$ cat src/rtl/nfa_pkg.sv
package nfa_pkg;

  // Widths of the command and result fields.
  localparam int unsigned ACTION_W    = 3;
  localparam int unsigned BLOCK_IDX_W = 4;
  localparam int unsigned PAGE_IDX_W  = 4;
  localparam int unsigned COLUMN_W    = 8;
  localparam int unsigned DATA_W      = 8;

  // Highest counts that the index fields can reach.
  localparam int unsigned BLOCK_REACH  = 1 << BLOCK_IDX_W;
  localparam int unsigned PAGE_REACH   = 1 << PAGE_IDX_W;
  localparam int unsigned COLUMN_REACH = 1 << COLUMN_W;

  // Command codes.
  localparam logic [ACTION_W-1:0] ACT_READ     = 3'd0;
  localparam logic [ACTION_W-1:0] ACT_PROGRAM  = 3'd1;
  localparam logic [ACTION_W-1:0] ACT_ERASE    = 3'd2;
  localparam logic [ACTION_W-1:0] ACT_MARK_BAD = 3'd3;
  localparam logic [ACTION_W-1:0] ACT_QUERY    = 3'd4;

  // Value of every byte after an erase.
  localparam logic [DATA_W-1:0] ERASED_BYTE = 8'hFF;

endpackage

$ cat src/rtl/nfa_erase_seq.sv
module nfa_erase_seq #(
  parameter int unsigned AW        = 16,
  parameter int unsigned BLK_BYTES = 4096
) (
  input  logic          clk_i,
  input  logic          rst_ni,
  input  logic          start_i,
  input  logic [AW-1:0] base_i,
  output logic          busy_o,
  output logic [AW-1:0] addr_o
);
  import nfa_pkg::*;

  localparam int unsigned EW = (BLK_BYTES > 1) ? $clog2(BLK_BYTES) : 1;
  localparam logic [EW-1:0] LAST = EW'(BLK_BYTES - 1);

  logic          busy_q, busy_d;
  logic [EW-1:0] cnt_q, cnt_d;
  logic [AW-1:0] base_q;

  // Walk the block one byte a cycle from its first byte to its last.
  always_comb begin
    busy_d = busy_q;
    cnt_d  = cnt_q;
    if (busy_q) begin
      if (cnt_q == LAST) begin
        busy_d = 1'b0;
      end else begin
        cnt_d = cnt_q + 1'b1;
      end
    end else if (start_i) begin
      busy_d = 1'b1;
      cnt_d  = '0;
    end
  end

  always_ff @(posedge clk_i or negedge rst_ni) begin
    if (!rst_ni) begin
      busy_q <= 1'b0;
      cnt_q  <= '0;
    end else begin
      busy_q <= busy_d;
      cnt_q  <= cnt_d;
    end
  end

  // The base address is payload and needs no reset.
  always_ff @(posedge clk_i) begin
    if (start_i && !busy_q) begin
      base_q <= base_i;
    end
  end

  assign busy_o = busy_q;
  assign addr_o = base_q + AW'(cnt_q);

endmodule

$ cat config.mk
export PLATFORM = sky130hd
export DESIGN_NAME = nfa_erase_seq
export DESIGN_NICKNAME = d
export VERILOG_FILES = /design/src/rtl/nfa_pkg.sv /design/src/rtl/nfa_erase_seq.sv
export SDC_FILE = /design/constraint.sdc
export NUM_CORES = 1
export LEC_CHECK = 0
export ABC_AREA = 1
export BUFFER_PORTS_ARGS = -buffer_cell sky130_fd_sc_hd__buf_2
export CAP_MARGIN = 20
export CORE_AREA = 8 8 100 102
export CTS_BUF_LIST = sky130_fd_sc_hd__clkbuf_4
export CTS_CLUSTER_SIZE = 8
export DETAILED_ROUTE_END_ITERATION = 12
export DIE_AREA = 0 0 108 110
export PLACE_DENSITY_LB_ADDON = 0.15
export SLEW_MARGIN = 20
export SYNTH_ARGS = -nofsm -noshare
export SYNTH_HDL_FRONTEND = slang
export SYNTH_SLANG_ARGS = --single-unit
$ cat constraint.sdc
create_clock -name clk_i -period 2.5 [get_ports clk_i]
set_input_delay 0.5 -clock clk_i [delete_from_list [all_inputs] [get_ports clk_i]]
set_output_delay 0.5 -clock clk_i [all_outputs]
set_load 0.01 [all_outputs]
==> metrics.txt <==
synthesized flop and latch total 29; RSZ-0062 raised after global routing yes; Seq/Total Area, Yosys 0.392; max_slew headroom 0.604; setup tns final 0 ps; share of cells above drive strength 1 0.301; drt pass-1 iters 4; compound-cell area share of the yosys netlist 0.0695; Final Cycle Share 0.992; final setup margin 20.6 ps; Worst EP arrival 1980 ps; H-tree lvl count 2; die footprint 11900 sq um; I/O Buffers 35; Post-Synth Adder-Cell Area 0.0890; grt ovf 0; num rows 34; Fmax 403 MHz; Post-synth EDFFs 16; post-route ant nets 0; Setup WS pre-CTS 150 ps; CP required 2000 ps; I/O Pins 36; Worst-Margin Slew 594 ps; WL met3 228 um; Synth Area per Inst 7.28 sq um; YS warnings 0; clk_lat worst skew 340 ps; simple-gate share of the synthesized area 0.327; area share of the largest cell type after synthesis 0.234; main combinational cell family by area after synthesis simple AND/OR/NAND/NOR gates; initial antenna violation count 0; leading cell types by total area after synthesis edfxtp_1 23%, nand2_1 20%, dfrtp_1 16%; Fin. Hold Viols 0; vias post-DR 1892; status complete, no violations; maximum capacitance violations 0; Yosys cell types 28; Pwr Density 335 nW/um^2; initial DRC count 78; final instance area 2740 sq um; Post-synth ARST share 0.448; Initial Util 0.243; Final GP Congestion 0.790; Peak supply drop 0.000232 V; CTS Hold Buffers Added 0; Metal-1 WL 2710 um; max layer used met4; CTS buffer count 5; Root Driver clkbuf_4; vias per cell 4.26; cell area after placement 2370 sq um; nets 368; min cycle time layout 2480 ps; count of clock tree sinks 29; multi-input logic area 1270 sq um; Reg2Reg Depth 9; clock-pin slew on the worst setup and hold paths 110 ps; Syn-to-layout area delta 33.5%; Post-Synth XOR/XNOR Area 0.0341; setup violators final 0; Post-Synthesis Cells 282; DR DRC count 0; vias in the first global route 1892; mapped cell area 2050 sq um; top cells by count, synth 109 x nand2_1, 43 x inv_1, 21 x nor2_1; buffer depth of the longest clock path 2; CORE AREA 8470 sq um; largest net degree at the start of global routing 14; GRT Resource Usage Total 0.101; most common cell in the netlist nand2_1; routed wire length 5590 um; first-pass GRT wire length 9360 um; Worst Path Max Fanout 3; Max Slew Vio Count 0; Worst setup SP type register; post-synth net total 315; Fill cells 926; wire length on met2 2590 um; CTS tree done; DR WL/cell 12.6 um; FF/Latch Area 810 sq um; WHS 31.8 ps; die height 110 um; Post-DP HPWL 4260 um; cell taking the most area after synthesis edfxtp_1; Static Leak 0.00135 uW; mux cell area share after synthesis 0; Setup crit end kind output pin; clock skew 9.11 ps; ant diodes 0; CP Class reg -> out; Hold Crit Class in -> async; Die Wd 108 um; main flop type after synthesis edfxtp_1
[path summary, 6_finish.rpt]
path	slack (ps)	to	from
worst max-delay path	20	addr_o[8]	base_q[0]
max in group asynchronous	2200	cnt_q[10]	rst_ni
worst min-delay path	30	cnt_q[1]	rst_ni
min in group clk_i	330	base_q[0]	base_i[0]
worst max register to register	750	cnt_q[6]	cnt_q[1]
worst min register to register	610	cnt_q[4]	cnt_q[4]
[cell usage in the layout, fill, tap and decap left out, drive strengths merged]
master / Yosys / final
nand2: 111 / 111
buf: 2 / 48
inv: 43 / 43
nor2: 22 / 22
nand3: 19 / 19
edfxtp: 16 / 16
dfrtp: 13 / 13
ha: 13 / 13
o21ai: 13 / 13
a21oi: 9 / 9
xor2: 7 / 7
clkbuf: 0 / 5
nor3: 3 / 3
nand4: 2 / 2
or2: 2 / 2
and3: 1 / 1
nand3b: 1 / 1
and2: 1 / 1
xnor2: 1 / 1
o22ai: 1 / 1
o21bai: 1 / 1
fa: 1 / 1
clkinv: 0 / 1
bufinv: 0 / 1
clkinvlp: 0 / 1
[stage by stage]
step / util / power (uW) / cells
2_1_floorplan: - / 515 / 282
3_3_place_gp: 0.281 / 533 / 427
3_5_place_dp: 0.281 / 533 / 427
4_1_cts: 0.302 / 939 / 439
5_1_grt: 0.324 / 955 / 444
6_report: 0.324 / 919 / 444
[critical path, stage by stage, from the launching register on]
cell      delay [ps]
edfxtp_1         390
ha_2             210
fa_2             350
nand2_2           80
nand2_2           60
and2_4           150
a21oi_2          140
xnor2_1          120
buf_2            140
[logic make-up (layout without fill, tap and decap cells)]
| kind of cell | after synthesis | after routing |
|---|---|---|
| AND/OR/NAND/NOR | 162 | 162 |
| buffers and inverters | 45 | 99 |
| flip-flops | 29 | 29 |
| AO/OA/AOI/OAI | 24 | 24 |
| adder cells (fa/ha/maj) | 14 | 14 |
| XOR/XNOR | 8 | 8 |
[registers in the layout, summed over array words and instances (netlist names)]
name,cells
busy_o,1
cnt_q,12
base_q,16
[power by group]
group	internal, uW	total, uW	switching [uW]
combinational	9.65	17.4	7.70
clock	207	397	190
sequential	505	505	0
[routing by layer]
| metal | global-route usage | up-vias |
|---|---|---|
| li1 | - | 997 |
| met1 | 0.124 | 844 |
| met2 | 0.169 | 43 |
| met3 | 0.0291 | 8 |
| met4 | 0.0297 | 0 |
| met5 | 0 | - |
[final cells by class]
type / instances / share of cell area
multi-input combinational: 208 / 0.462
sequential: 29 / 0.295
timing repair buffer: 48 / 0.105
inverter: 43 / 0.0589
tap: 108 / 0.0493
clock inverter: 3 / 0.0151
clock buffer: 5 / 0.0137
[repair_timing]
item,4_1_cts,5_1_grt
pin swaps,0,10
buffers inserted,4,5
endpoints found under the setup margin,10,11
gates resized for setup,14,29
Power figures use the tool's default switching activity.
